[config.mk]
export PLATFORM = sky130hd
export DESIGN_NAME = wcr_out_stage
export DESIGN_NICKNAME = d
export VERILOG_FILES = /design/src/rtl/core/wcr_pkg.sv /design/src/rtl/core/wcr_out_stage.sv
export SDC_FILE = /design/constraint.sdc
export NUM_CORES = 1
export LEC_CHECK = 0
export ABC_CLOCK_PERIOD_IN_PS = 2500
export BUFFER_PORTS_ARGS = -buffer_cell sky130_fd_sc_hd__buf_2
export CORE_UTILIZATION = 35
export DETAILED_ROUTE_END_ITERATION = 10
export PLACE_DENSITY = 0.78
export SLEW_MARGIN = 20
export SYNTH_ARGS = -nofsm -noshare
export SYNTH_HDL_FRONTEND = slang
export SYNTH_SLANG_ARGS = --single-unit
[constraint.sdc]
create_clock -name i_clk -period 2.5 [get_ports i_clk]
set_input_delay 0.125 -clock i_clk [delete_from_list [all_inputs] [get_ports i_clk]]
set_output_delay 0.125 -clock i_clk [all_outputs]
set_load 0.03 [all_outputs]
[src/rtl/core/wcr_pkg.sv]
// ----------------------------------------------------------------------------
// wcr_pkg: shared types and functions of the contrast ratio unit
// Holds the sRGB linearization table builder and the table type.
// ----------------------------------------------------------------------------
`default_nettype none

package wcr_pkg;

    // widest table entry: 2^24 needs 25 bits
    localparam int unsigned LIN_MAX_W = 25;
    localparam int unsigned BIG_W     = 384;
    localparam int unsigned LIN_DEPTH = 256;

    typedef logic [LIN_DEPTH-1:0][LIN_MAX_W-1:0] t_lin_table;

    // entry = round(((1000*i + 14025)/269025)^(12/5) * 2^f), exact integer search;
    // dark end of the curve is the straight segment i/(255*12.92)
    function automatic t_lin_table lin_table_build(input int unsigned frac_bits);
        t_lin_table          tab;
        logic [BIG_W-1:0]    dpow;
        logic [BIG_W-1:0]    rhs;
        logic [BIG_W-1:0]    lhs;
        longint unsigned     num;
        int unsigned         lo;
        int unsigned         hi;
        int unsigned         mid;
        tab  = '0;
        dpow = BIG_W'(1);
        for (int k = 0; k < 12; k++) begin
            dpow = dpow * BIG_W'(269025);
        end
        for (int i = 0; i < LIN_DEPTH; i++) begin
            if (i <= 10) begin
                num    = (longint'(i) * 100) << (frac_bits + 1);
                tab[i] = LIN_MAX_W'((num + 64'd329460) / 64'd658920);
            end else begin
                rhs = BIG_W'(1);
                for (int k = 0; k < 12; k++) begin
                    rhs = rhs * BIG_W'(1000 * i + 14025);
                end
                rhs = rhs << (5 * frac_bits + 5);
                lo  = 0;
                hi  = 1 << frac_bits;
                while (lo < hi) begin
                    mid = lo + ((hi - lo + 1) >> 1);
                    lhs = dpow;
                    for (int k = 0; k < 5; k++) begin
                        lhs = lhs * BIG_W'(2 * mid - 1);
                    end
                    if (lhs <= rhs) begin
                        lo = mid;
                    end else begin
                        hi = mid - 1;
                    end
                end
                tab[i] = LIN_MAX_W'(lo);
            end
        end
        return tab;
    endfunction

endpackage

`default_nettype wire

[src/rtl/core/wcr_out_stage.sv]
// ----------------------------------------------------------------------------
// wcr_out_stage: result register
// Clamps the quotient to 16 bits and holds the result item for the receiver.
// ----------------------------------------------------------------------------
`default_nettype none

module wcr_out_stage #(
    parameter int unsigned NW = 45,
    parameter int unsigned QW = 16
) (
    input  wire logic          i_clk,
    input  wire logic          i_rst_n,
    input  wire logic          i_valid,
    output logic               o_ready,
    input  wire logic [NW-1:0] i_rem,
    input  wire logic [QW-1:0] i_quo,
    input  wire logic [7:0]    i_shown_red,
    input  wire logic [7:0]    i_shown_green,
    input  wire logic [7:0]    i_shown_blue,
    output logic               o_valid,
    input  wire logic          i_ready,
    output logic [15:0]        o_contrast_q,
    output logic [7:0]         o_shown_red,
    output logic [7:0]         o_shown_green,
    output logic [7:0]         o_shown_blue,
    output logic               o_exact
);
    import wcr_pkg::*;

    logic        r_v;
    logic [15:0] r_q;
    logic [7:0]  r_sr, r_sg, r_sb;
    logic        r_exact;
    logic        w_adv;
    logic        w_sat;

    assign w_adv   = !r_v || i_ready;
    assign o_ready = w_adv;
    assign w_sat   = |(i_quo >> 16);

    always_ff @(posedge i_clk) begin
        if (!i_rst_n) begin
            r_v <= 1'b0;
        end else if (w_adv) begin
            r_v <= i_valid;
        end
    end

    always_ff @(posedge i_clk) begin
        if (w_adv && i_valid) begin
            r_q     <= w_sat ? 16'hFFFF : 16'(i_quo);
            r_sr    <= i_shown_red;
            r_sg    <= i_shown_green;
            r_sb    <= i_shown_blue;
            // ratio landed exactly on a quotient step
            r_exact <= (i_rem == '0);
        end
    end

    assign o_valid       = r_v;
    assign o_contrast_q  = r_q;
    assign o_shown_red   = r_sr;
    assign o_shown_green = r_sg;
    assign o_shown_blue  = r_sb;
    assign o_exact       = r_exact;

endmodule

`default_nettype wire

After elaboration in Yosys (flattened, before gate mapping)
Index checks and enable logic that the tools add are counted.
- bits in registers: 42
- bits of input ports: 89
- output and inout port bits: 43
- logic and storage cells: 10
- reductions and logical operators: 4
- operators with widths (operator ; number):
    $logic_not A45 Y1 ; 1
    $logic_and A1 B1 Y1 ; 1
    $logic_not A1 Y1 ; 1
    $logic_or A1 B1 Y1 ; 1

Depth between registers and ports, before layout
- depth after elaboration: 3
- depth in mapped cells: 3
- gate-level depth less buffers: 3

Least setup slack after synthesis
Ideal clock, no wire load.
- path kind: reg-to-reg
- start: register r_v, in the netlist o_valid
- end: register r_q[0], in the netlist o_contrast_q[0], enable pin
- setup time: 0.402 ns
- data arrival time: 1.778 ns
- required time: 2.098 ns
- path slack: 0.320 ns
- cell stages (with the launch flop): 3
- path buffers: 0
- period minus slack after synthesis: 2.180 ns
- cells stage by stage: dfxtp_1 > nand2b_1 > and2_1
- word-level cells in the longest chain between the ends: 3
- RTL lines (element ; line ; text):
    start: declaration ; wcr_out_stage.sv:30 ; logic r_v;
    start signal: assignment ; wcr_out_stage.sv:45 ; r_v <= i_valid;
    $logic_not A1 Y1 ; wcr_out_stage.sv:37 ; assign w_adv = !r_v || i_ready;
    $logic_or A1 B1 Y1 ; wcr_out_stage.sv:37 ;
    net o_ready ; wcr_out_stage.sv:14 ; output logic o_ready,
    $logic_and A1 B1 Y1 ; wcr_out_stage.sv:50 ; if (w_adv && i_valid) begin
    end signal: assignment ; wcr_out_stage.sv:51 ; r_q <= w_sat ? 16'hFFFF : 16'(i_quo);
    end: declaration ; wcr_out_stage.sv:31 ; logic [15:0] r_q;
The timed path passes the listed nets, and every way through them passes these cells.
A chain may end at the register's enable or synchronous reset.

Worst setup path after layout
- start: register r_v, in the netlist o_valid
- end: register r_sg[3], in the netlist o_shown_green[3], enable pin
- word-level cells in the longest chain between the ends: 3
- RTL lines (element ; line ; text):
    $logic_not A1 Y1 ; wcr_out_stage.sv:37 ;
    $logic_or A1 B1 Y1 ; wcr_out_stage.sv:37 ;
    $logic_and A1 B1 Y1 ; wcr_out_stage.sv:50 ;
    end signal: assignment ; wcr_out_stage.sv:53 ; r_sg <= i_shown_green;
    end: declaration ; wcr_out_stage.sv:32 ; logic [7:0] r_sr, r_sg, r_sb;
No other way between the ends.

==> run_results.csv <==
group,metric,value,unit
outcome,status,"finished clean",
worst_setup_path,criticalPathCategory,"reg -> reg",
worst_setup_path,reg2reg_to,"o_shown_green[3]",
worst_setup_path,critPathMaxFanout,41,
pwr,power_leakage,0.00102,uW
pwr,seqPwrFrac,0.574,
logic_synthesis,synth-seq-cells,42,
routing,viasPerCell,4.46,
clock_tree,clkSinkCount,42,
worst_setup_path,startpoint_type,"flop",
sta,rsz0062_at_grt,"no",
global_route,grt-busiest-layer,"met2",
die,start_util,0.372,
sta,hold_violations,0,
pwr,p_int,1100,uW
routing,drt-total-wl,3500,microns
routing,drtAntennaViolNets,0,
sta,drv_slew,0,
clock_tree,insertion_delay,0.29,ns
global_route,antenna_found_initial,0,
worst_setup_path,max_stage_delay,0.75,ns
sta,timing.fmax,652,MHz
logic_synthesis,ys_seq_area_frac,0.906,
pwr,share_comb_of_total_power,0.153,
global_route,grtUsageTotal,0.173,
cells_and_area,areaGrowthSynthToFinish,63.6,%
logic_synthesis,syn-num-nets,151,
clock_tree,htree_levels,2,
cells_and_area,num-nets-final,297,
min_path,min_path_cells,1,
worst_setup_path,r2r_setup_slack,0.97,ns
routing,drt_iter0_markers,101,
sta,timing.slew.headroom,0.399,
sta,setup_tns,0,ns
pwr,share_clk_of_total_power,0.273,
global_route,met3_usage,0.0511,
min_path,worstHoldStart,"i_shown_red[1]",
logic_synthesis,ys_types,12,
routing,avgRoutedWirePerCell,13.6,microns
routing,route.detailed.drc,0,
routing,vias,1146,
clock_tree,cts_made_buffers,5,
die,core.rowCount,22,
clock_tree,clk_path_buf_depth,2,
logic_synthesis,yosys_warnings,0,
sta,tightest_slew,0.901,ns
clock_tree,clkTransAtPathRegs,0.07,ns
global_route,grt_first_pass_wirelength,4890,microns
global_route,grt_overflow,0,
cells_and_area,drive_gt1_frac,0.670,
sta,min_period,1.53,ns
logic_synthesis,avgSynthCellArea,22.3,sq um
pwr,switching_share,0.240,
min_path,hold_class,"in -> reg",
clock_tree,cts_root_buf,"clkbuf_8",
worst_setup_path,crit_chain,"nand2b_1 > and2_2",
logic_synthesis,synthesis.area,1380,sq um
min_path,holdPathEnd,"o_shown_red[1]",
worst_setup_path,cp_slowest_cell,"and2_2",
place,gp_congestion,0.915,
clock_tree,cts_tree,"built",
die,ios,132,
sta,final.period_utilization,0.613,
place,portBuffers,131,
worst_setup_path,ff2ff_path_depth,2,
pwr,ir_drop,0.236,mV
global_route,grt_pass1_vias,1061,
pwr,power_density,640,nW/um^2
die,fp.coreArea,3720,sq um
global_route,met1_usage,0.163,
worst_setup_path,crit_required,2.41,ns
worst_setup_path,critical_path_arrival,1.44,ns
die,dieArea,4200,sq um
logic_synthesis,syn_inst,62,
cells_and_area,antenna_cells,0,
worst_setup_path,critPathCaptureType,"flop",
sta,setup_viol,0,
global_route,grt_start_max_net_pins,42,
worst_setup_path,rr_startpoint,"o_valid",
sta,fin_skew,0.00685,ns
run,maxCapViolations,0,
pwr,p_switching,347,uW
global_route,grtUsageMet2,0.315,
die,die_x,64.8,microns
routing,first_pass_iters,3,
cells_and_area,utilization,0.608,
die,die_h,64.8,microns
[how the worst max path moves through the flow]
stage                            end  startpoint
global placement    o_shown_green[3]     o_valid
global route         o_shown_blue[1]     o_valid
finish              o_shown_green[3]     o_valid
CTS                 o_shown_green[3]     o_valid
floorplan            o_contrast_q[0]     o_valid
detailed placement  o_shown_green[3]     o_valid
[timing repair]
action	in CTS	in global routing
hold endpoints to repair	5	3
buffers inserted	0	0
resized for setup	0	0
hold buffers	5	3
[flip-flops by register name, indices dropped and copies added (netlist names)]
| register | count |
|---|---|
| o_shown_green | 8 |
| o_shown_blue | 8 |
| o_shown_red | 8 |
| o_valid | 1 |
| o_exact | 1 |
| o_contrast_q | 16 |
[Yosys cell counts]
master / number / area [sq um]
nor4_2: 1 / 12.5
dfxtp_1: 1 / 20.0
nor3_1: 1 / 5.00
nor3_2: 1 / 10.0
nor4_1: 9 / 56.3
a21boi_0: 1 / 7.51
nor2_1: 1 / 3.75
and2_1: 1 / 6.26
nand2b_1: 1 / 6.26
edfxtp_1: 41 / 1230
inv_1: 1 / 3.75
nand4_1: 3 / 18.8
[worst max-delay path, delay by kind of cell (launching register included)]
family | cells | cell delay (ns)
flops | 1 | 0.31
simple gates | 2 | 0.84
[cells in the final DEF (no fill, tap or decap), drive strengths merged]
cell and count:
clkinv 2, and2 1, nand2b 1, nor4 10
dlygate4sd3 8, nor2 1, buf 131, dfxtp 1
a21boi 1, clkbuf 6, inv 1, nor3 2
edfxtp 41, nand4 3
[area by class of cell]
type	count	area, sq um
clock buffers	6	72.6
clock inverters	2	8.76
fillers	307	1460
inverters	1	3.75
multi-input cells	19	128
flip-flops and latches	42	1250
well taps	48	60.1
repair buffers	139	736
[cells by family (layout without fill, tap and decap cells)]
group / Yosys count / in the layout / synth area share
AOI/OAI and AO/OA: 1 / 1 / 0.00544
and+or+nand+nor: 18 / 18 / 0.0860
DFF: 42 / 42 / 0.906
buffers and inverters: 1 / 148 / 0.00271
[metrics by stage]
stage	setup slack [ns]	total power, uW	hold slack [ns]	cell area, sq um	instances
after global routing	0.860	1520	0.00122	2260	257
after floorplan	0.320	950	0.224	1380	62
final	0.967	1450	0.0112	2260	257
after global placement	1.01	1050	0.302	2100	241
after detailed placement	0.955	1060	0.303	2100	241
after CTS	0.945	1460	0.00131	2230	254
[power groups by stage]
stage          sequential, uW  clock (uW)  combinational [uW]
2_1_floorplan             931           0                19.3
3_3_place_gp              845           0                 209
3_5_place_dp              847           0                 213
4_1_cts                   832         409                 219
5_1_grt                   834         446                 235
6_report                  831         394                 221
[metal layers]
layer / vias up / share of wire
met5: - / 0
met3: 9 / 0.13
li1: 547 / -
met4: 0 / 0.032
met1: 492 / 0.33
met2: 98 / 0.51
Power figures use the tool's default switching activity.
