===== src/rtl/core/wcr_pkg.sv =====
// ----------------------------------------------------------------------------
// wcr_pkg: shared types and functions of the contrast ratio unit
// Holds the sRGB linearization table builder and the table type.
// ----------------------------------------------------------------------------
`default_nettype none

package wcr_pkg;

    // widest table entry: 2^24 needs 25 bits
    localparam int unsigned LIN_MAX_W = 25;
    localparam int unsigned BIG_W     = 384;
    localparam int unsigned LIN_DEPTH = 256;

    typedef logic [LIN_DEPTH-1:0][LIN_MAX_W-1:0] t_lin_table;

    // entry = round(((1000*i + 14025)/269025)^(12/5) * 2^f), exact integer search;
    // dark end of the curve is the straight segment i/(255*12.92)
    function automatic t_lin_table lin_table_build(input int unsigned frac_bits);
        t_lin_table          tab;
        logic [BIG_W-1:0]    dpow;
        logic [BIG_W-1:0]    rhs;
        logic [BIG_W-1:0]    lhs;
        longint unsigned     num;
        int unsigned         lo;
        int unsigned         hi;
        int unsigned         mid;
        tab  = '0;
        dpow = BIG_W'(1);
        for (int k = 0; k < 12; k++) begin
            dpow = dpow * BIG_W'(269025);
        end
        for (int i = 0; i < LIN_DEPTH; i++) begin
            if (i <= 10) begin
                num    = (longint'(i) * 100) << (frac_bits + 1);
                tab[i] = LIN_MAX_W'((num + 64'd329460) / 64'd658920);
            end else begin
                rhs = BIG_W'(1);
                for (int k = 0; k < 12; k++) begin
                    rhs = rhs * BIG_W'(1000 * i + 14025);
                end
                rhs = rhs << (5 * frac_bits + 5);
                lo  = 0;
                hi  = 1 << frac_bits;
                while (lo < hi) begin
                    mid = lo + ((hi - lo + 1) >> 1);
                    lhs = dpow;
                    for (int k = 0; k < 5; k++) begin
                        lhs = lhs * BIG_W'(2 * mid - 1);
                    end
                    if (lhs <= rhs) begin
                        lo = mid;
                    end else begin
                        hi = mid - 1;
                    end
                end
                tab[i] = LIN_MAX_W'(lo);
            end
        end
        return tab;
    endfunction

endpackage

`default_nettype wire


===== src/rtl/core/wcr_div_cell.sv =====
// ----------------------------------------------------------------------------
// wcr_div_cell: one restoring division step
// Settles one quotient bit and passes the partial remainder to the next cell.
// ----------------------------------------------------------------------------
`default_nettype none

module wcr_div_cell #(
    parameter int unsigned NW  = 45,
    parameter int unsigned DW  = 31,
    parameter int unsigned QW  = 16,
    parameter int unsigned BIT = 0
) (
    input  wire logic          i_clk,
    input  wire logic          i_rst_n,
    input  wire logic          i_valid,
    output logic               o_ready,
    input  wire logic [NW-1:0] i_rem,
    input  wire logic [DW-1:0] i_den,
    input  wire logic [QW-1:0] i_quo,
    input  wire logic [7:0]    i_shown_red,
    input  wire logic [7:0]    i_shown_green,
    input  wire logic [7:0]    i_shown_blue,
    output logic               o_valid,
    input  wire logic          i_ready,
    output logic [NW-1:0]      o_rem,
    output logic [DW-1:0]      o_den,
    output logic [QW-1:0]      o_quo,
    output logic [7:0]         o_shown_red,
    output logic [7:0]         o_shown_green,
    output logic [7:0]         o_shown_blue
);
    import wcr_pkg::*;

    localparam int unsigned CW = DW + QW;

    logic          r_v;
    logic [NW-1:0] r_rem;
    logic [DW-1:0] r_den;
    logic [QW-1:0] r_quo;
    logic [7:0]    r_sr, r_sg, r_sb;
    logic          w_adv;
    logic [CW-1:0] w_sub;
    logic          w_ge;

    assign w_adv   = !r_v || i_ready;
    assign o_ready = w_adv;
    assign w_sub   = CW'(i_den) << BIT;
    assign w_ge    = CW'(i_rem) >= w_sub;

    always_ff @(posedge i_clk) begin
        if (!i_rst_n) begin
            r_v <= 1'b0;
        end else if (w_adv) begin
            r_v <= i_valid;
        end
    end

    always_ff @(posedge i_clk) begin
        if (w_adv && i_valid) begin
            r_rem <= w_ge ? NW'(CW'(i_rem) - w_sub) : i_rem;
            r_den <= i_den;
            r_quo <= i_quo | (QW'(w_ge) << BIT);
            r_sr  <= i_shown_red;
            r_sg  <= i_shown_green;
            r_sb  <= i_shown_blue;
        end
    end

    assign o_valid       = r_v;
    assign o_rem         = r_rem;
    assign o_den         = r_den;
    assign o_quo         = r_quo;
    assign o_shown_red   = r_sr;
    assign o_shown_green = r_sg;
    assign o_shown_blue  = r_sb;

endmodule

`default_nettype wire


===== config.mk =====
export PLATFORM = sky130hd
export DESIGN_NAME = wcr_div_cell
export DESIGN_NICKNAME = d
export VERILOG_FILES = /design/src/rtl/core/wcr_pkg.sv /design/src/rtl/core/wcr_div_cell.sv
export SDC_FILE = /design/constraint.sdc
export NUM_CORES = 1
export LEC_CHECK = 0
export ABC_AREA = 1
export BUFFER_PORTS_ARGS = -buffer_cell sky130_fd_sc_hd__buf_2
export CORE_UTILIZATION = 57
export DETAILED_ROUTE_END_ITERATION = 16
export GPL_TIMING_DRIVEN = 0
export PLACE_DENSITY = 0.92
export RECOVER_POWER = 100
export SKIP_CTS_REPAIR_TIMING = 1
export SLEW_MARGIN = 10
export SYNTH_ARGS = -nofsm -noshare
export SYNTH_HDL_FRONTEND = slang
export SYNTH_SLANG_ARGS = --single-unit

===== constraint.sdc =====
create_clock -name i_clk -period 18.2 [get_ports i_clk]
set_input_delay 3.64 -clock i_clk [delete_from_list [all_inputs] [get_ports i_clk]]
set_output_delay 3.64 -clock i_clk [all_outputs]
set_load 0.01 [all_outputs]

### After elaboration in Yosys (flattened, before gate mapping)

Cells that the tools add are included.

* order comparisons: 1
* add/subtract/negate cells: 1
* reduce and logical (&&, ||, !) cells: 3
* multiplexer cells: 1
* bitwise logic cells: 1

Operators by type and width (number)
* $ge 45x31->1: 1
* $mux 45: 1
* $sub 45x31->45: 1
* $or 16x1->16: 1
* $logic_and 1x1->1: 1
* $logic_not 1->1: 1
* $logic_or 1x1->1: 1

* register bits: 117
* output and inout bits: 118
* input port bits: 120
* logic and storage cells: 14

### Depth between registers and ports, before layout

Gate-level depths: netlist of the first run.

* depth after elaboration: 3
* depth in mapped cells: 17
* gate-level depth less buffers: 16

### Least setup slack after synthesis of the first run

No wires, ideal clock.

* path kind: input to register
* start point: input port i_valid
* end point: register r_den[0], in the netlist o_den[0] (enable)
* arrival time: 9.268 ns
* path slack: 8.303 ns
* library setup time: 0.629 ns
* data required time: 17.571 ns
* buffers on the path: 0
* stages: 2
* cells stage by stage: inv_1 -> a21oi_1

* cells in the longest elaborated chain, start to end: 1

Ends and longest elaborated chain
* start, declared: line wcr_div_cell.sv:15 `input wire logic i_valid,`
* $logic_and 1x1->1: line wcr_div_cell.sv:59 `if (w_adv && i_valid) begin`
* end signal, assigned: line wcr_div_cell.sv:61 `r_den <= i_den;`
* end, declared: line wcr_div_cell.sv:38 `logic [DW-1:0] r_den;`

Every way passes these cells.
A chain may end at the register's enable or synchronous reset.

### Worst setup path after layout of the first run

* start point: input port i_ready
* end point: register r_rem[29], in the netlist o_rem[29] (enable)

* cells in the longest elaborated chain, start to end: 2

Ends and longest elaborated chain
* start, declared: line wcr_div_cell.sv:24 `input wire logic i_ready,`
* $logic_or 1x1->1: line wcr_div_cell.sv:45 `assign w_adv = !r_v || i_ready;`
* $logic_and 1x1->1: line wcr_div_cell.sv:59
* end signal, assigned: line wcr_div_cell.sv:60 `r_rem <= w_ge ? NW'(CW'(i_rem) - w_sub) : i_rem;`
* end, declared: line wcr_div_cell.sv:37 `logic [NW-1:0] r_rem;`

Every way passes these cells.

==> impl_metrics.yaml, run 1 <==
run_status:
  status: "finished, violations left"
  violations: "max-capacitance violations, max-slew violations"
drt:
  num_vias: 7674
  drt_iter0_drc: 813
  drt-total-wl_mm: 25.4
  avgViaCountPerCell: 5.24
  drt_pass1_iterations: 7
  antenna_left: 0
  post_drt_wl_per_cell_um: 17.3
  drc: 0
sta:
  max_clock_freq_ghz: 0.121
  setup_viol: 0
  period_share_pct: 45.2
  slew_violations: 106
  maxSlewHeadroom_pct: -8.51
  finClkSkew_ps: 4.82
  whs_ps: 562
  worst_pin_slew_ps: 1630
  post-route-min-period_ps: 8230
  setup_tns_ps: 0
  hold_viol: 0
  rsz0062_at_grt: "no"
global_route:
  grt_remaining_overflow: 0
  grt_pass1_wl_mm: 38.4
  grt_use_total_pct: 36.3
  antenna_found_initial: 0
  grt_pass1_vias: 7461
  grt_max_degree: 30
synthesis:
  ys_ff_latch: 117
  ys_async_sr_fraction_pct: 0
  synth-compound-area-share_pct: 2.85
  yosys.area_share.xor_xnor_pct: 2.38
  synth_ff_type: "edfxtp_1"
  avgSynthCellArea_um2: 7.61
  synth_simple_gate_area_share_pct: 33.0
  synth_fa_ha_area_share_pct: 5.27
  seq_area_frac_synth_pct: 45.3
  synthMuxAreaShare_pct: 0
  synthCells: 1016
  synth_fp_nets: 1168
  synth_top_family_by_area: "simple AND/OR/NAND/NOR gates"
  ys_types: 35
  synth_edf_count: 116
  synth_area_mm2: 0.00773
  synth_warnings: 0
die:
  start_util_pct: 58.4
  core_area_mm2: 0.0132
  die_h_um: 118
  io_pins: 238
  chipWidth_um: 118
  rows: 42
  die-area_mm2: 0.0140
place:
  dpl_cell_area_mm2: 0.00924
  io_buffers: 237
  gp_congestion: 0.982
  dp_cells: 1433
  dp_hpwl_mm: 19.0
clocking:
  clkSinkCount: 117
  cts_inserted_buffers: 17
  clock_latency_ps: 420
  cts_max_level: 4
  cts.path.max_buffers: 2
  cts_root_buf: "clkbuf_16"
  cts.clk_slew.worst_paths_ps: 50
  cts_tree: "built"
cells_and_area:
  antenna_cells: 0
  final_cells: 1464
  post_route_cells_drive_above_1_share_pct: 13.7
  final_area_mm2: 0.00954
  area_growth_pct: 23.3
  fin_nets: 1428
worst_setup_path:
  required_ps: 18220
  worstPathMaxFanout: 29
  worstPathArrival_ps: 8250
  critPathCaptureType: "flop"
  crit_type: "in -> reg"
  worstSetupStartpointType: "primary input"
job:
  cap_viol_max_count: 4
worst_hold_path:
  hold_path.class: "reg -> reg"
pwr:
  irDropWorstVdd_uv: 70.0
  power.leakage_uw: 0.00482
  cellPowerDensity_mw_per_mm2: 91.3
==> layout make-up <==
type	count	area [um2]
Fill cell	1074	3700
Sequential cell	117	3500
Multi-Input combinational cell	683	3330
Timing Repair Buffer	241	1030
Inverter	209	785
Clock buffer	18	429
Tap cell	176	220
Clock inverter	13	204
Buffer	7	33.8
==> worst max-delay path: stages <==
cell      delay (ps)
buf_2             80
inv_1             60
a21oi_1         1220
clkbuf_1         790
clkbuf_1        1180
clkbuf_1        1250
==> layout by cell type (no fill, tap or decap), drive strengths merged <==
master / count
nand2: 430
inv: 209
clkbuf: 164
edfxtp: 116
buf: 102
nor2: 87
nand3: 53
ha: 31
a21oi: 26
xor2: 21
nand4: 11
nor3: 11
bufinv: 5
clkinv: 5
clkinvlp: 3
and2: 2
nand3b: 2
o21ai: 2
o21a: 1
and3: 1
a31oi: 1
o21bai: 1
or2: 1
a21boi: 1
fa: 1
dfxtp: 1
==> power breakdown <==
part / internal (uW) / total [uW] / switching, uW
sequential: 325 / 332 / 6.71
combinational: 54.1 / 171 / 117
clock: 242 / 368 / 126
==> per-layer routing <==
| layer | routed length, um | part of all wire [%] | GRT usage (%) |
|---|---|---|---|
| met1 | 9590 | 38 | 43.7 |
| met2 | 12400 | 49 | 63.9 |
| met3 | 2540 | 10 | 8.20 |
| met4 | 825 | 3.3 | 12.5 |
| met5 | 0 | 0 | 0 |
==> cells in the mapped netlist, types with 2 or more instances <==
cell type | n | area share [%]
edfxtp_1 | 116 | 45
xor2_1 | 21 | 2.4
nand3b_1 | 2 | 0.19
nand2_4 | 3 | 0.44
nor2_1 | 73 | 3.5
nand2_2 | 15 | 1.2
nand3_2 | 2 | 0.26
and2_1 | 2 | 0.16
nor3_1 | 9 | 0.58
ha_1 | 31 | 5.0
buf_6 | 7 | 1.0
a21oi_1 | 14 | 0.91
inv_2 | 6 | 0.29
nand2_1 | 412 | 20
nand3_1 | 51 | 3.3
nor2_4 | 9 | 1.3
nor2_2 | 4 | 0.32
inv_1 | 202 | 9.8
a21oi_2 | 12 | 1.4
nand4_1 | 10 | 0.81
==> per-stage QoR <==
stage	setup slack (ps)	power [uW]	utilization, %
after floorplan	8300	442	-
after global placement	6360	502	69.0
after detailed placement	10480	508	69.8
after CTS	10470	874	74.6
after global routing	9660	897	72.0
final	9970	871	72.0
==> logic make-up after synthesis <==
group,count (synthesis)
buffers and inverters,216
adder cells (fa/ha/maj),32
XOR/XNOR,21
AO/OA/AOI/OAI,32
flip-flops,117
AND/OR/NAND/NOR,598
==> sequential cells by signal, summed over array words and instances (netlist names) <==
| register | count |
|---|---|
| o_rem | 45 |
| o_den | 31 |
| o_quo | 16 |
| o_shown_blue | 8 |
| o_shown_green | 8 |
| o_shown_red | 8 |
| o_valid | 1 |
==> path summary, 6_finish.rpt <==
check	from	endpoint	slack (ps)	depth (start not counted)
setup / recovery	i_ready	o_rem[29]	9970	6
setup reg to reg	o_valid	o_rem[29]	12950	4
hold / removal	o_valid	o_valid	560	2
hold reg to reg	o_valid	o_valid	560	2
Power figures use the tool's default switching activity.
==> inputs of run 2 (changes only) <==
--- a/config.mk
+++ b/config.mk
@@ -7,10 +7,10 @@
 export LEC_CHECK = 0
 export ABC_AREA = 1
 export BUFFER_PORTS_ARGS = -buffer_cell sky130_fd_sc_hd__buf_2
-export CORE_UTILIZATION = 57
+export CORE_UTILIZATION = 53
 export DETAILED_ROUTE_END_ITERATION = 16
 export GPL_TIMING_DRIVEN = 0
-export PLACE_DENSITY = 0.92
+export PLACE_DENSITY = 0.86
 export RECOVER_POWER = 100
 export SKIP_CTS_REPAIR_TIMING = 1
 export SLEW_MARGIN = 10
==> constraint.sdc (replaced) <==
create_clock -name i_clk -period 8.1 [get_ports i_clk]
set_input_delay 1.62 -clock i_clk [delete_from_list [all_inputs] [get_ports i_clk]]
set_output_delay 1.62 -clock i_clk [all_outputs]
set_load 0.01 [all_outputs]
==> run 2 against run 1 <==
  * The flow still finishes with violations (max-capacitance violations, max-slew violations)
  * Worst hold slack worse by 29 ps
  * Count of clock-buffer cells in the layout decreased by 1
  * Via count is 4.0% lower
  * Utilization shrank 4.3 points
  * Setup slack lost 7300 ps
  * Combinational power grew 120%
  * Critical path type unchanged
  * Largest power group unchanged
==> impl_metrics.yaml, run 2 (synthesis gave the netlist of run 1 again) <==
cells_and_area:
  final_common_cell: "nand2_1"
  fin_nets: 1428
  largest_reg_flops: 45
  post_route_cells_drive_above_1_share_pct: 13.9
  antenna_cells: 0
  area_growth_pct: 22.9
  final_cell_mix: "413 x nand2_1, 202 x inv_1, 144 x clkbuf_1, 116 x edfxtp_1, 101 x buf_2"
  fill_cells: 1235
  final_cells: 1468
die:
  die_h_um: 123
  rows: 43
  io_pins: 238
  start_util_pct: 55.1
  core_area_mm2: 0.0140
  chipWidth_um: 123
  die-area_mm2: 0.0151
worst_hold_path:
  min_to: "o_valid"
  holdCritStartpoint: "o_valid"
  min_path_cells: 2
  hold_path.class: "reg -> reg"
place:
  io_buffers: 237
  dp_hpwl_mm: 18.6
  gp_congestion: 0.918
  dp_cells: 1437
  place_ws_ps: 4010
clocking:
  cts.clk_slew.worst_paths_ps: 60
  cts.path.max_buffers: 2
  cts_root_buf: "clkbuf_16"
  cts_max_level: 4
  cts_inserted_buffers: 17
  clock_latency_ps: 420
  cts_tree: "built"
  clkSinkCount: 117
pwr:
  power.leakage_uw: 0.00481
  cellPowerDensity_mw_per_mm2: 196
  irDropWorstVdd_uv: 137
  finalPower_uw: 1870
sta:
  max_clock_freq_ghz: 0.183
  whs_ps: 533
  worst_pin_slew_ps: 2230
  setup_tns_ps: 0
  post-route-min-period_ps: 5470
  hold_viol: 0
  rsz0062_at_grt: "no"
  slew_violations: 53
  fin_ws_ps: 2630
  maxSlewHeadroom_pct: -48.8
  finClkSkew_ps: 5.21
  period_share_pct: 67.5
  setup_viol: 0
worst_setup_path:
  ff2ff_setup_slack_ps: 3600
  cpPeakStageDelay_ps: 1650
  worstPathArrival_ps: 5590
  crit_top_cell: "clkbuf_1"
  cp_slowest_cell: "a21oi_1"
  r2r-end: "o_den[29]"
  reg2reg_from: "o_valid"
  worstPathMaxFanout: 28
  crit_type: "in -> reg"
  reg2regPathDepth: 4
  path_cells: "buf_2 -> inv_1 -> a21oi_1 -> clkbuf_1 -> clkbuf_1 -> buf_16"
  worstSetupStartpointType: "primary input"
  critPathCaptureType: "flop"
  required_ps: 8230
global_route:
  grt_max_degree: 29
  grt_remaining_overflow: 0
  grt_pass1_wl_mm: 35.1
  grt_use_total_pct: 31.8
  antenna_found_initial: 0
  grt_pass1_vias: 6981
drt:
  drc: 0
  drt_pass1_iterations: 5
  drt-total-wl_mm: 23.4
  avgViaCountPerCell: 5.02
  num_vias: 7370
  antenna_left: 0
  post_drt_wl_per_cell_um: 16.0
  drt_iter0_drc: 530
run_status:
  status: "finished, violations left"
  violations: "max-capacitance violations, max-slew violations"
job:
  cap_viol_max_count: 2
[run 2: worst max path at each step]
stage              from   endpoint  slack [ps]
2_1_floorplan   i_valid   o_den[0]         220
3_3_place_gp    i_valid  o_den[30]       -1840
3_5_place_dp   i_rem[0]  o_rem[32]        4010
4_1_cts        i_rem[0]  o_rem[32]        4440
5_1_grt         i_ready  o_rem[33]        2260
6_report        i_valid  o_den[29]        2630
[run 2: stage by stage]
stage | utilization [%] | area (um2)
3_5_place_dp | 65.8 | 9240
4_1_cts | 69.9 | 9820
3_3_place_gp | 65.1 | 9150
6_report | 67.7 | 9500
5_1_grt | 67.7 | 9500
2_1_floorplan | - | 7730
[run 2: where the power goes]
group | total [uW] | internal (uW) | switching [uW]
clock | 751 | 453 | 297
combinational | 374 | 123 | 251
sequential | 742 | 729 | 12.8
[run 2: area by class of cell]
| type | count | area, um2 | area share, % |
|---|---|---|---|
| buffer | 7 | 41.3 | 0.434 |
| clock buffer | 17 | 425 | 4.48 |
| clock inverter | 14 | 154 | 1.62 |
| inverter | 209 | 785 | 8.25 |
| multi-input combinational | 683 | 3320 | 34.9 |
| sequential | 117 | 3500 | 36.9 |
| tap | 180 | 225 | 2.37 |
| timing repair buffer | 241 | 1050 | 11.1 |
[run 2: worst max-delay path, delay by kind of cell]
kind	cells	cell delay [ps]
compound gates	1	1650
buf+inv	5	2280
[run 2: metal layers]
metal	track usage [%]	wire, um	up-vias
li1	-	-	3667
met1	39.2	9690	3328
met2	53.1	11200	331
met3	8.04	1970	44
met4	12.5	595	0
met5	0	0	-
